File: src/rtl/gnlg_pkg.sv
package gnlg_pkg;

   localparam int LATENT_CHANNELS_DEF  = 4;
   localparam int DOWNSCALE_FACTOR_DEF = 8;
   localparam int SAMPLE_FRAC_BITS_DEF = 12;

   localparam int TW_N  = 624;
   localparam int TW_M  = 397;
   localparam int TW_AW = 10;

   localparam logic [31:0] TW_MATRIX    = 32'h9908_B0DF;
   localparam logic [31:0] TW_SEED_MULT = 32'd1812433253;
   localparam logic [31:0] TWO_LN2_Q30  = 32'd1488522236;
   localparam logic [31:0] HALF_PI_Q30  = 32'd1686629713;
   localparam logic [30:0] Q30_ONE      = 31'h4000_0000;

   localparam int CNT_W     = 18;
   localparam int TOT_W     = 19;
   localparam int MAX_COUNT = 262144;

   localparam int HORNER_LAST_COS = 4;
   localparam int HORNER_LAST     = 8;

   // floor(n / d) = (n * m) >> k for n < 2^30
   localparam logic [31:0] RECIP_90 = 32'(((64'd1 << 37) + 64'd89) / 64'd90);
   localparam logic [31:0] RECIP_56 = 32'(((64'd1 << 36) + 64'd55) / 64'd56);
   localparam logic [31:0] RECIP_30 = 32'(((64'd1 << 35) + 64'd29) / 64'd30);
   localparam logic [31:0] RECIP_12 = 32'(((64'd1 << 34) + 64'd11) / 64'd12);
   localparam logic [31:0] RECIP_2  = 32'(((64'd1 << 31) + 64'd1) / 64'd2);
   localparam logic [31:0] RECIP_72 = 32'(((64'd1 << 37) + 64'd71) / 64'd72);
   localparam logic [31:0] RECIP_42 = 32'(((64'd1 << 36) + 64'd41) / 64'd42);
   localparam logic [31:0] RECIP_20 = 32'(((64'd1 << 35) + 64'd19) / 64'd20);
   localparam logic [31:0] RECIP_6  = 32'(((64'd1 << 33) + 64'd5) / 64'd6);

   typedef enum logic [1:0] {
      CSR_HEIGHT = 2'd0,
      CSR_WIDTH  = 2'd1,
      CSR_SEED   = 2'd2,
      CSR_SCALE  = 2'd3
   } csr_index_type;

   typedef enum logic [2:0] {
      TW_IDLE,
      TW_SEED_MUL,
      TW_SEED_ADD,
      TW_RD_PAIR,
      TW_RD_FAR,
      TW_GEN
   } tw_state_type;

   typedef enum logic [4:0] {
      GS_IDLE,
      GS_NORM,
      GS_LOG_MUL,
      GS_LOG_UPD,
      GS_LN_A,
      GS_LN_B,
      GS_LN_C,
      GS_SQRT,
      GS_ANG,
      GS_T,
      GS_T2,
      GS_T2_UPD,
      GS_H_MUL1,
      GS_H_MUL2,
      GS_H_UPD,
      GS_SIN,
      GS_SIN_UPD,
      GS_MAG1,
      GS_MAG2,
      GS_RND
   } gs_state_type;

   typedef enum logic [2:0] {
      CT_IDLE,
      CT_SEED,
      CT_WREQ,
      CT_WWAIT,
      CT_MATH,
      CT_MWAIT,
      CT_OUT
   } ct_state_type;

   typedef struct packed {
      logic seed;
      logic next;
   } tw_cmd_type;

   typedef struct packed {
      logic done;
   } tw_stat_type;

   function automatic logic [31:0] horner_mult(input logic [3:0] step);
      logic [31:0] m;
      case (step)
         4'd0:    m = RECIP_90;
         4'd1:    m = RECIP_56;
         4'd2:    m = RECIP_30;
         4'd3:    m = RECIP_12;
         4'd4:    m = RECIP_2;
         4'd5:    m = RECIP_72;
         4'd6:    m = RECIP_42;
         4'd7:    m = RECIP_20;
         4'd8:    m = RECIP_6;
         default: m = RECIP_2;
      endcase
      return m;
   endfunction

   function automatic logic [5:0] horner_shift(input logic [3:0] step);
      logic [5:0] k;
      case (step)
         4'd0:    k = 6'd37;
         4'd1:    k = 6'd36;
         4'd2:    k = 6'd35;
         4'd3:    k = 6'd34;
         4'd4:    k = 6'd31;
         4'd5:    k = 6'd37;
         4'd6:    k = 6'd36;
         4'd7:    k = 6'd35;
         4'd8:    k = 6'd33;
         default: k = 6'd31;
      endcase
      return k;
   endfunction

endpackage

File: src/rtl/gnlg_gauss.sv
module gnlg_gauss import gnlg_pkg::*; #(
   parameter int SAMPLE_FRAC_BITS = SAMPLE_FRAC_BITS_DEF
) (
   input  logic               clock,
   input  logic               reset,
   input  logic               start,
   input  logic [31:0]        w1,
   input  logic [31:0]        w2,
   input  logic [31:0]        w4,
   input  logic [19:0]        scale,
   output logic               done,
   output logic signed [23:0] sample
);

   localparam int          SH       = 36 - SAMPLE_FRAC_BITS;
   localparam logic [48:0] RND_HALF = 49'(1) << (SH - 1);
   localparam logic [48:0] POS_MAX  = 49'd8388607;
   localparam logic [48:0] NEG_MAX  = 49'd8388608;

   gs_state_type state_ff, state_in;
   logic         done_ff;

   logic [63:0] mul_p_ff;
   logic [31:0] mul_a, mul_b;

   logic [63:0] u_ff;
   logic [6:0]  lead_ff;
   logic [31:0] x_ff;
   logic [29:0] frac_ff;
   logic [4:0]  cnt_ff;
   logic [37:0] acc_ff;
   logic [39:0] v_ff;
   logic [22:0] rem_ff;
   logic [19:0] root_ff;
   logic [29:0] t_ff, t2_ff;
   logic [30:0] h_ff, cos_ff, sin_ff;
   logic [3:0]  step_ff;
   logic [1:0]  quad_ff;
   logic        swap_ff;
   logic signed [23:0] sample_ff;

   logic [63:0] u_start;
   logic [29:0] xw;
   logic [36:0] lval;
   logic [32:0] sq;
   logic [24:0] rem_sh, sq_test;
   logic [37:0] rval;
   logic [61:0] q_full;
   logic [30:0] h_new, c_sel, s_sel, cv;
   logic        neg;
   logic [48:0] rounded;
   logic [23:0] mag_sat;

   assign u_start = ({w2, w1} == 64'd0) ? 64'd1 : {w2, w1};
   assign xw      = w4[29:0];
   assign lval    = {7'(7'd64 - lead_ff), 30'd0} - {7'd0, frac_ff};
   assign sq      = mul_p_ff[63:31];
   assign rem_sh  = {rem_ff, v_ff[39:38]};
   assign sq_test = {3'd0, root_ff, 2'b01};
   assign rval    = acc_ff + {6'd0, mul_p_ff[61:30]};
   assign q_full  = mul_p_ff[61:0] >> horner_shift(step_ff);
   assign h_new   = Q30_ONE - q_full[30:0];
   assign c_sel   = swap_ff ? sin_ff : cos_ff;
   assign s_sel   = swap_ff ? cos_ff : sin_ff;
   assign cv      = quad_ff[0] ? s_sel : c_sel;
   assign neg     = quad_ff[0] ^ quad_ff[1];
   assign rounded = (mul_p_ff[48:0] + RND_HALF) >> SH;

   always_comb begin
      if (neg) begin
         mag_sat = (rounded > NEG_MAX) ? 24'h80_0000 : 24'(24'd0 - rounded[23:0]);
      end else begin
         mag_sat = (rounded > POS_MAX) ? 24'h7F_FFFF : rounded[23:0];
      end
   end

   always_comb begin
      state_in = state_ff;
      case (state_ff)
         GS_IDLE:    if (start) state_in = GS_NORM;
         GS_NORM:    if (u_ff[63]) state_in = GS_LOG_MUL;
         GS_LOG_MUL: state_in = GS_LOG_UPD;
         GS_LOG_UPD: state_in = (cnt_ff == 5'd29) ? GS_LN_A : GS_LOG_MUL;
         GS_LN_A:    state_in = GS_LN_B;
         GS_LN_B:    state_in = GS_LN_C;
         GS_LN_C:    state_in = GS_SQRT;
         GS_SQRT:    if (cnt_ff == 5'd19) state_in = GS_ANG;
         GS_ANG:     state_in = GS_T;
         GS_T:       state_in = GS_T2;
         GS_T2:      state_in = GS_T2_UPD;
         GS_T2_UPD:  state_in = GS_H_MUL1;
         GS_H_MUL1:  state_in = GS_H_MUL2;
         GS_H_MUL2:  state_in = GS_H_UPD;
         GS_H_UPD:   state_in = (step_ff == 4'(HORNER_LAST)) ? GS_SIN : GS_H_MUL1;
         GS_SIN:     state_in = GS_SIN_UPD;
         GS_SIN_UPD: state_in = GS_MAG1;
         GS_MAG1:    state_in = GS_MAG2;
         GS_MAG2:    state_in = GS_RND;
         GS_RND:     state_in = GS_IDLE;
         default:    state_in = GS_IDLE;
      endcase
   end

   always_comb begin
      mul_a = '0;
      mul_b = '0;
      case (state_ff)
         GS_LOG_MUL: begin
            mul_a = x_ff;
            mul_b = x_ff;
         end
         GS_LN_A: begin
            mul_a = {25'd0, lval[36:30]};
            mul_b = TWO_LN2_Q30;
         end
         GS_LN_B: begin
            mul_a = {2'd0, lval[29:0]};
            mul_b = TWO_LN2_Q30;
         end
         GS_ANG: begin
            mul_a = {2'd0, t_ff};
            mul_b = HALF_PI_Q30;
         end
         GS_T2: begin
            mul_a = {2'd0, t_ff};
            mul_b = {2'd0, t_ff};
         end
         GS_H_MUL1: begin
            mul_a = {2'd0, t2_ff};
            mul_b = {1'b0, h_ff};
         end
         GS_H_MUL2: begin
            mul_a = {2'd0, mul_p_ff[59:30]};
            mul_b = horner_mult(step_ff);
         end
         GS_SIN: begin
            mul_a = {2'd0, t_ff};
            mul_b = {1'b0, h_ff};
         end
         GS_MAG1: begin
            mul_a = {12'd0, root_ff};
            mul_b = {1'b0, cv};
         end
         GS_MAG2: begin
            mul_a = {4'd0, mul_p_ff[49:22]};
            mul_b = {12'd0, scale};
         end
         default: begin
            mul_a = '0;
         end
      endcase
   end

   always_ff @(posedge clock) begin
      if (reset) begin
         state_ff <= GS_IDLE;
         done_ff  <= 1'b0;
      end else begin
         state_ff <= state_in;
         done_ff  <= (state_ff == GS_RND);
      end
   end

   always_ff @(posedge clock) begin
      mul_p_ff <= mul_a * mul_b;
      case (state_ff)
         GS_IDLE: begin
            u_ff    <= u_start;
            lead_ff <= 7'd63;
            quad_ff <= w4[31:30];
            swap_ff <= (xw > 30'h2000_0000);
            t_ff    <= (xw > 30'h2000_0000) ? 30'(31'h4000_0000 - {1'b0, xw}) : xw;
         end
         GS_NORM: begin
            if (u_ff[63]) begin
               x_ff    <= u_ff[63:32];
               frac_ff <= '0;
               cnt_ff  <= '0;
            end else if (u_ff[63:56] == 8'd0) begin
               u_ff    <= u_ff << 8;
               lead_ff <= lead_ff - 7'd8;
            end else begin
               u_ff    <= u_ff << 1;
               lead_ff <= lead_ff - 7'd1;
            end
         end
         GS_LOG_UPD: begin
            if (sq[32]) begin
               x_ff    <= sq[32:1];
               frac_ff <= {frac_ff[28:0], 1'b1};
            end else begin
               x_ff    <= sq[31:0];
               frac_ff <= {frac_ff[28:0], 1'b0};
            end
            cnt_ff <= cnt_ff + 5'd1;
         end
         GS_LN_B: begin
            acc_ff <= mul_p_ff[37:0];
         end
         GS_LN_C: begin
            v_ff    <= {rval[37:0], 2'b00};
            rem_ff  <= '0;
            root_ff <= '0;
            cnt_ff  <= '0;
         end
         GS_SQRT: begin
            if (rem_sh >= sq_test) begin
               rem_ff  <= 23'(rem_sh - sq_test);
               root_ff <= {root_ff[18:0], 1'b1};
            end else begin
               rem_ff  <= rem_sh[22:0];
               root_ff <= {root_ff[18:0], 1'b0};
            end
            v_ff   <= v_ff << 2;
            cnt_ff <= cnt_ff + 5'd1;
         end
         GS_T: begin
            t_ff <= mul_p_ff[59:30];
         end
         GS_T2_UPD: begin
            t2_ff   <= mul_p_ff[59:30];
            h_ff    <= Q30_ONE;
            step_ff <= '0;
         end
         GS_H_UPD: begin
            if (step_ff == 4'(HORNER_LAST_COS)) begin
               cos_ff <= h_new;
               h_ff   <= Q30_ONE;
            end else begin
               h_ff <= h_new;
            end
            step_ff <= step_ff + 4'd1;
         end
         GS_SIN_UPD: begin
            sin_ff <= mul_p_ff[60:30];
         end
         GS_RND: begin
            sample_ff <= signed'(mag_sat);
         end
         default: begin
            sample_ff <= sample_ff;
         end
      endcase
   end

   assign done   = done_ff;
   assign sample = sample_ff;

endmodule

File: config.mk
export PLATFORM = sky130hd
export DESIGN_NAME = gnlg_gauss
export DESIGN_NICKNAME = d
export VERILOG_FILES = /design/src/rtl/gnlg_pkg.sv /design/src/rtl/gnlg_gauss.sv
export SDC_FILE = /design/constraint.sdc
export NUM_CORES = 2
export LEC_CHECK = 0
export ABC_AREA = 0
export BUFFER_PORTS_ARGS = -buffer_cell sky130_fd_sc_hd__buf_2
export CORE_UTILIZATION = 35
export DETAILED_ROUTE_END_ITERATION = 16
export MAX_ROUTING_LAYER = met4
export PLACE_DENSITY = 0.6
export SLEW_MARGIN = 20
export SYNTH_ARGS = -nofsm -noshare
export SYNTH_HDL_FRONTEND = slang
export SYNTH_SLANG_ARGS = --single-unit
File: constraint.sdc
create_clock -name clock -period 12.85 [get_ports clock]
set_input_delay 2.57 -clock clock [delete_from_list [all_inputs] [get_ports clock]]
set_output_delay 2.57 -clock clock [all_outputs]
set_load 0.01 [all_outputs]
# After elaboration in Yosys (flattened, before gate mapping)
# Memories as Yosys holds them, arrays and structs flattened. A register that Yosys moved wholly into a read port is not among the register bits.
# Cells that the tools add are included.
[classes]
addsub = 12
mul = 1
order_cmp = 4
eq_ne = 27
shifts = 1
muxes = 41
bitwise_logic = 1
reduce_logical = 18
[ops]
columns = ["cell", "count"]
rows = [
  ["$pmux 32 s8", 2],
  ["$mux 64", 3],
  ["$pmux 64 s2", 1],
  ["$mux 31", 4],
  ["$pmux 30 s2", 2],
  ["$pmux 5 s19", 1],
  ["$pmux 40 s2", 1],
  ["$mux 24", 3],
  ["$logic_not 64->1", 1],
  ["$mul 32x32->64", 1],
  ["$mux 32", 2],
  ["$pmux 32 s2", 1],
  ["$pmux 31 s2", 1],
  ["$shr 62x6->31", 1],
  ["$mux 30", 2],
  ["$add 49x24->49 const B", 1],
  ["$pmux 23 s2", 1],
  ["$eq 5x4->1 const B", 8],
  ["$pmux 20 s2", 1],
  ["$add 38x32->38", 1],
  ["$sub 37x30->37", 1],
  ["$sub 31x31->31 const A", 1],
  ["$eq 5x5->1 const B", 6],
  ["$gt 30x30->1 const B", 1],
  ["36 further kinds", 58],
]
[word_totals]
regBits = 513
rom_bits = 544
input_bits = 119
output_inout_bits = 25
word_cells = 129
mem_count = 2
[mem_list]
columns = ["memory", "words", "width", "rd", "rd_clocked_by_memory_dff", "write_ports", "line_no", "source"]
rows = [
  ["(no name shown)", 16, 28, 1, 1, 0, "gnlg_pkg.sv:95", "case (step)"],
  ["(no name shown)", 16, 6, 1, 1, 0, "gnlg_pkg.sv:112", "case (step)"],
]

# Longest topological paths before layout
[logic_depth]
depth_word = 4
ltp_mapped = 38
mapped_depth_nobuf = 34

# Worst setup path before layout
# OpenSTA, ideal clock, no wires.
[synth_path]
path_type = "input port to flip-flop"
startpoint = "in scale[8]"
endpoint = "reg mul_p_ff[63]"
setup_time_ns = 0.072
t_arrival_ns = 9.999
t_required_ns = 12.778
path_slack_ns = 2.778
stages = 28
path_buffers = 1
cell_sequence = "and2_1 -> nor4_1 -> nor2_1 -> fa_1 -> fa_1 -> fa_1 -> inv_1 -> fa_1 -> inv_1 -> fa_1 -> inv_1 -> fa_1 -> inv_1 -> fa_1 -> inv_1 -> fa_1 -> inv_1 -> ha_1 -> clkbuf_1 -> nand2_1 -> o31ai_1 -> nand4_1 -> nor4_1 -> a21oi_1 -> o31ai_1 -> nand4_1 -> a311oi_1 -> xnor2_1"
[synth_between]
elab_chain_cells = 2
[synth_lines]
columns = ["item", "line_no", "source"]
rows = [
  ["start, declared", "gnlg_gauss.sv:10", "input logic [19:0] scale,"],
  ["$pmux 32 s8", "gnlg_gauss.sv:107", "case (state_ff)"],
  ["$mul 32x32->64", "gnlg_gauss.sv:165", "mul_p_ff <= mul_a * mul_b;"],
  ["end signal, assigned", "gnlg_gauss.sv:165", ""],
  ["end, declared", "gnlg_gauss.sv:23", "logic [63:0] mul_p_ff;"],
]
# No other way between the ends.
# A chain may end at the register's enable or synchronous reset.

# Final worst setup path
[layout_path]
startpoint = "reg state_ff[3]"
endpoint = "reg mul_p_ff[58]"
[layout_between]
elab_chain_cells = 4
word_cells_on_any_way = 16
classes_between = "mul: 1; eq/ne: 10; mux: 2; reduce/logical: 3"
[layout_lines]
columns = ["item", "line_no", "source"]
rows = [
  ["start, declared", "gnlg_gauss.sv:20", "gs_state_type state_ff, state_in;"],
  ["start signal, assigned", "gnlg_gauss.sv:159", "state_ff <= state_in;"],
  ["$eq 5x4->1 / $eq 5x3->1 (equally long branches)", "gnlg_gauss.sv:107", ""],
  ["$reduce_or 3->1 (no line) / $reduce_or 2->1 (equally long branches)", "n/a", ""],
  ["$pmux 32 s8", "gnlg_gauss.sv:107", ""],
  ["$mul 32x32->64 (*)", "gnlg_gauss.sv:165", ""],
]
# Every way passes the cells marked *; elsewhere a longest branch is shown, timed or not.

==> impl_metrics.py <==
metrics = {
    "outcome": {
        "status": "complete, no violations",
    },
    "synth": {
        "syn_inst": 6869,
        "synth_xor_area_frac": 0.0332,
        "yosysWarningCount": 0,
        "ys_seq_area_frac": 0.233,
        "synth_cell_types": 99,
        "ys_seq_elements": 529,
        "synth_area_per_cell_sq_um": 9.37,
        "synthFlopType": "edfxtp_1",
        "synth-edff-count": 441,
        "synth_compound_area_frac": 0.0956,
        "synth_top_area_cell": "fa_1",
        "synth-adder-area-share": 0.345,
        "async_flop_share": 0,
        "synthMuxAreaShare": 0.0492,
        "synth_top_family_by_area": "adder cells",
        "netlist_top_cells_area": "fa_1 (28%), edfxtp_1 (21%), ha_1 (6.6%), nand2_1 (6.6%), inv_1 (6.3%)",
        "syn_nets": 8224,
        "synth_top_cell_area_share": 0.279,
        "syn_area_sq_mm": 0.0644,
        "synth-simple-area-share": 0.155,
    },
    "cells_and_area": {
        "nFillCells": 18435,
        "nets": 8209,
        "multi_input_area_sq_mm": 0.0440,
        "drive_above_1_share": 0.0810,
        "post-route-util": 0.383,
        "syn_to_final_growth_pct": 8.72,
        "final_area_sq_mm": 0.0700,
        "regArea_sq_mm": 0.0150,
    },
    "floorplan": {
        "die_x_um": 431,
        "die_area_sq_mm": 0.186,
        "row_count": 157,
        "start_util": 0.352,
        "ioPinCount": 144,
        "coreArea_sq_mm": 0.183,
        "die_h_um": 431,
    },
    "place": {
        "hpwl_um": 178000,
        "gp_congestion": 1.01,
        "postPlaceCellArea_sq_mm": 0.0682,
        "port-buffer-count": 143,
    },
    "setup_path": {
        "arrival_ns": 12.39,
        "crit_required_ns": 13.46,
        "worst_setup_path_start_kind": "flop",
        "critPathKind": "reg2reg",
        "crit_path_end_kind": "flop",
        "worst-path-buf-inv": 5,
        "worstPathMaxFanout": 19,
        "crit_path_max_incr_delay_ns": 0.79,
        "path_delay_family": "adder cells",
        "cp_slowest_cell": "dfxtp_1",
        "path_common_cell": "fa_1",
    },
    "route": {
        "drtIter0Drc": 5999,
        "routed_wirelength_um": 235000,
        "antenna_left": 0,
        "first_pass_iters": 10,
        "wl_per_cell_um": 25.0,
        "vias": 52317,
        "post-route-drc-count": 0,
        "viasPerCell": 5.58,
    },
    "cts": {
        "insertion_delay_ns": 0.67,
        "cts-root-buf": "clkbuf_16",
        "cts_sinks": 529,
        "cts_buffer_depth": 3,
        "ctsHoldBuffers": 0,
        "post-cts-setup-buffers": 0,
        "cts.repair.resized": 0,
        "path_clk_slew_ns": 0.06,
        "htree_levels": 2,
        "cts_tree": "done",
        "cts_buffers": 54,
    },
    "sta": {
        "worst_pin_slew_ns": 1.20,
        "whs_ns": 0.472,
        "finalSetupViolations": 0,
        "maxSlewHeadroom": 0.196,
        "min_period_ns": 11.79,
        "grt_setup_unrepaired": "no",
        "fin_skew_ns": 0.0313,
        "period_share": 0.917,
        "tns_ns": 0,
        "hold_viol_final": 0,
        "max_freq_mhz": 84.8,
        "final-max-slew-violation-count": 0,
    },
    "global_routing": {
        "grtUsageTotal": 0.259,
        "grt_antenna_before_repair": 11,
        "grt_pass1_vias": 52841,
        "grt_max_degree": 92,
        "grt_pass1_wl_um": 348000,
        "grt_remaining_overflow": 0,
    },
    "pwr": {
        "leakage_nw": 31.1,
        "ir_worst_vdd_uv": 134,
        "p_per_area_mw_per_mm2": 172,
    },
    "job": {
        "maxCapViolCount": 0,
    },
    "min_path": {
        "hold_class": "reg2reg",
    },
}
[through the flow]
stage	instances	power, mW	worst slack (ns)
floorplan	6869	7.28	2.78
global placement	9259	10.2	0.940
detailed placement	9262	10.3	1.22
CTS	9363	11.9	1.38
global route	9368	12.7	0.744
finish	9378	12.0	1.06
[layout by cell type (no fill, tap or decap), types with 15 or more instances in the layout]
cell,Yosys,final
nand2_1,1125,1119
inv_1,1087,1086
fa_1,897,897
edfxtp_1,441,441
nor2_1,405,399
ha_1,339,339
a21oi_1,289,288
o21ai_0,191,189
buf_4,3,174
mux2i_1,146,146
xnor2_1,147,145
and2_1,145,144
buf_2,10,144
xor2_1,97,96
dfxtp_1,88,82
nor2b_1,81,81
nand3_1,83,81
a21o_1,58,58
nor3_1,65,58
nand4_1,58,58
mux4_2,55,55
clkbuf_16,0,55
and3_1,54,54
nor4_1,52,48
a211oi_1,48,44
a222oi_1,44,44
a22oi_1,39,39
nand2b_1,35,34
o31ai_1,27,27
o21bai_1,24,24
a31oi_1,24,24
o211ai_1,23,23
or3_1,24,23
a22o_1,22,22
o21a_1,20,20
a2111oi_0,22,19
mux2_2,17,17
a221oi_1,17,17
diode_2,0,15
clkbuf_1,338,15
[flip-flops by register name, indices dropped and copies added (netlist names), 5 cells and up, named ones only]
register	flops
rem_ff	23
root_ff	20
t_ff	30
state_ff	5
acc_ff	38
lead_ff	7
t2_ff	30
frac_ff	30
u_ff	64
sin_ff	31
v_ff	38
cnt_ff	5
h_ff	31
x_ff	32
mul_p_ff	64
cos_ff	31
sample	24
[where the power goes]
group | leakage (nW) | switching, mW | internal, mW
sequential | 4.90 | 0.324 | 2.48
clock | 0.827 | 0.746 | 0.858
combinational | 25.3 | 5.30 | 2.33
[metal layers]
metal | routed length, um | part of all wire | global-route usage
met5 | 0 | 0 | -
met4 | 13500 | 0.058 | 0.121
met2 | 106000 | 0.45 | 0.398
met1 | 92700 | 0.40 | 0.329
met3 | 22300 | 0.095 | 0.0483
[logic make-up after synthesis]
family                     Yosys count
buffers and inverters             1481
xor gates and xnor gates           244
muxes                              229
DFF                                529
and+or+nand+nor                   2208
AOI/OAI and AO/OA                  942
adders and majority gates         1236
[cell usage after synthesis (all sizes together), types with 27 or more instances]
cell type / instances
a211oi: 48
ha: 339
and3: 54
nor4: 55
nand2b: 35
o31ai: 27
xor2: 97
clkbuf: 339
nand3: 83
nor2b: 81
a22oi: 39
edfxtp: 441
dfxtp: 88
nor3: 67
a222oi: 44
nand4: 59
mux4: 65
a21o: 58
nor2: 405
fa: 897
and2: 147
mux2i: 146
buf: 53
o21ai: 193
nand2: 1126
xnor2: 147
inv: 1087
a21oi: 289
[area by class of cell]
cell class                 count  share of cell area
multi-input combinational   4859               0.628
clock buffer                  71              0.0207
antenna                       15            0.000536
timing repair buffer         321              0.0297
inverter                    1089              0.0584
sequential                   529               0.215
tap                         2464              0.0440
clock inverter                30             0.00388
[worst paths after layout]
path,startpoint,end,slack (ns),cells after the start
worst max-delay path,state_ff[3],mul_p_ff[58],1.06,31
worst min-delay path,mul_p_ff[0],acc_ff[0],0.47,0
worst max register to register,state_ff[3],mul_p_ff[58],1.06,31
worst min register to register,mul_p_ff[0],acc_ff[0],0.47,0
[worst reg2reg max path, delay by kind of cell (launching register included)]
| kind | cells | cell delay, ns |
|---|---|---|
| compound gates | 11 | 3.74 |
| buf+inv | 5 | 0.97 |
| flops | 1 | 0.79 |
| simple gates | 6 | 2.10 |
| fa+ha+maj | 9 | 4.15 |
Note: power is estimated with default switching activity, not from simulation.
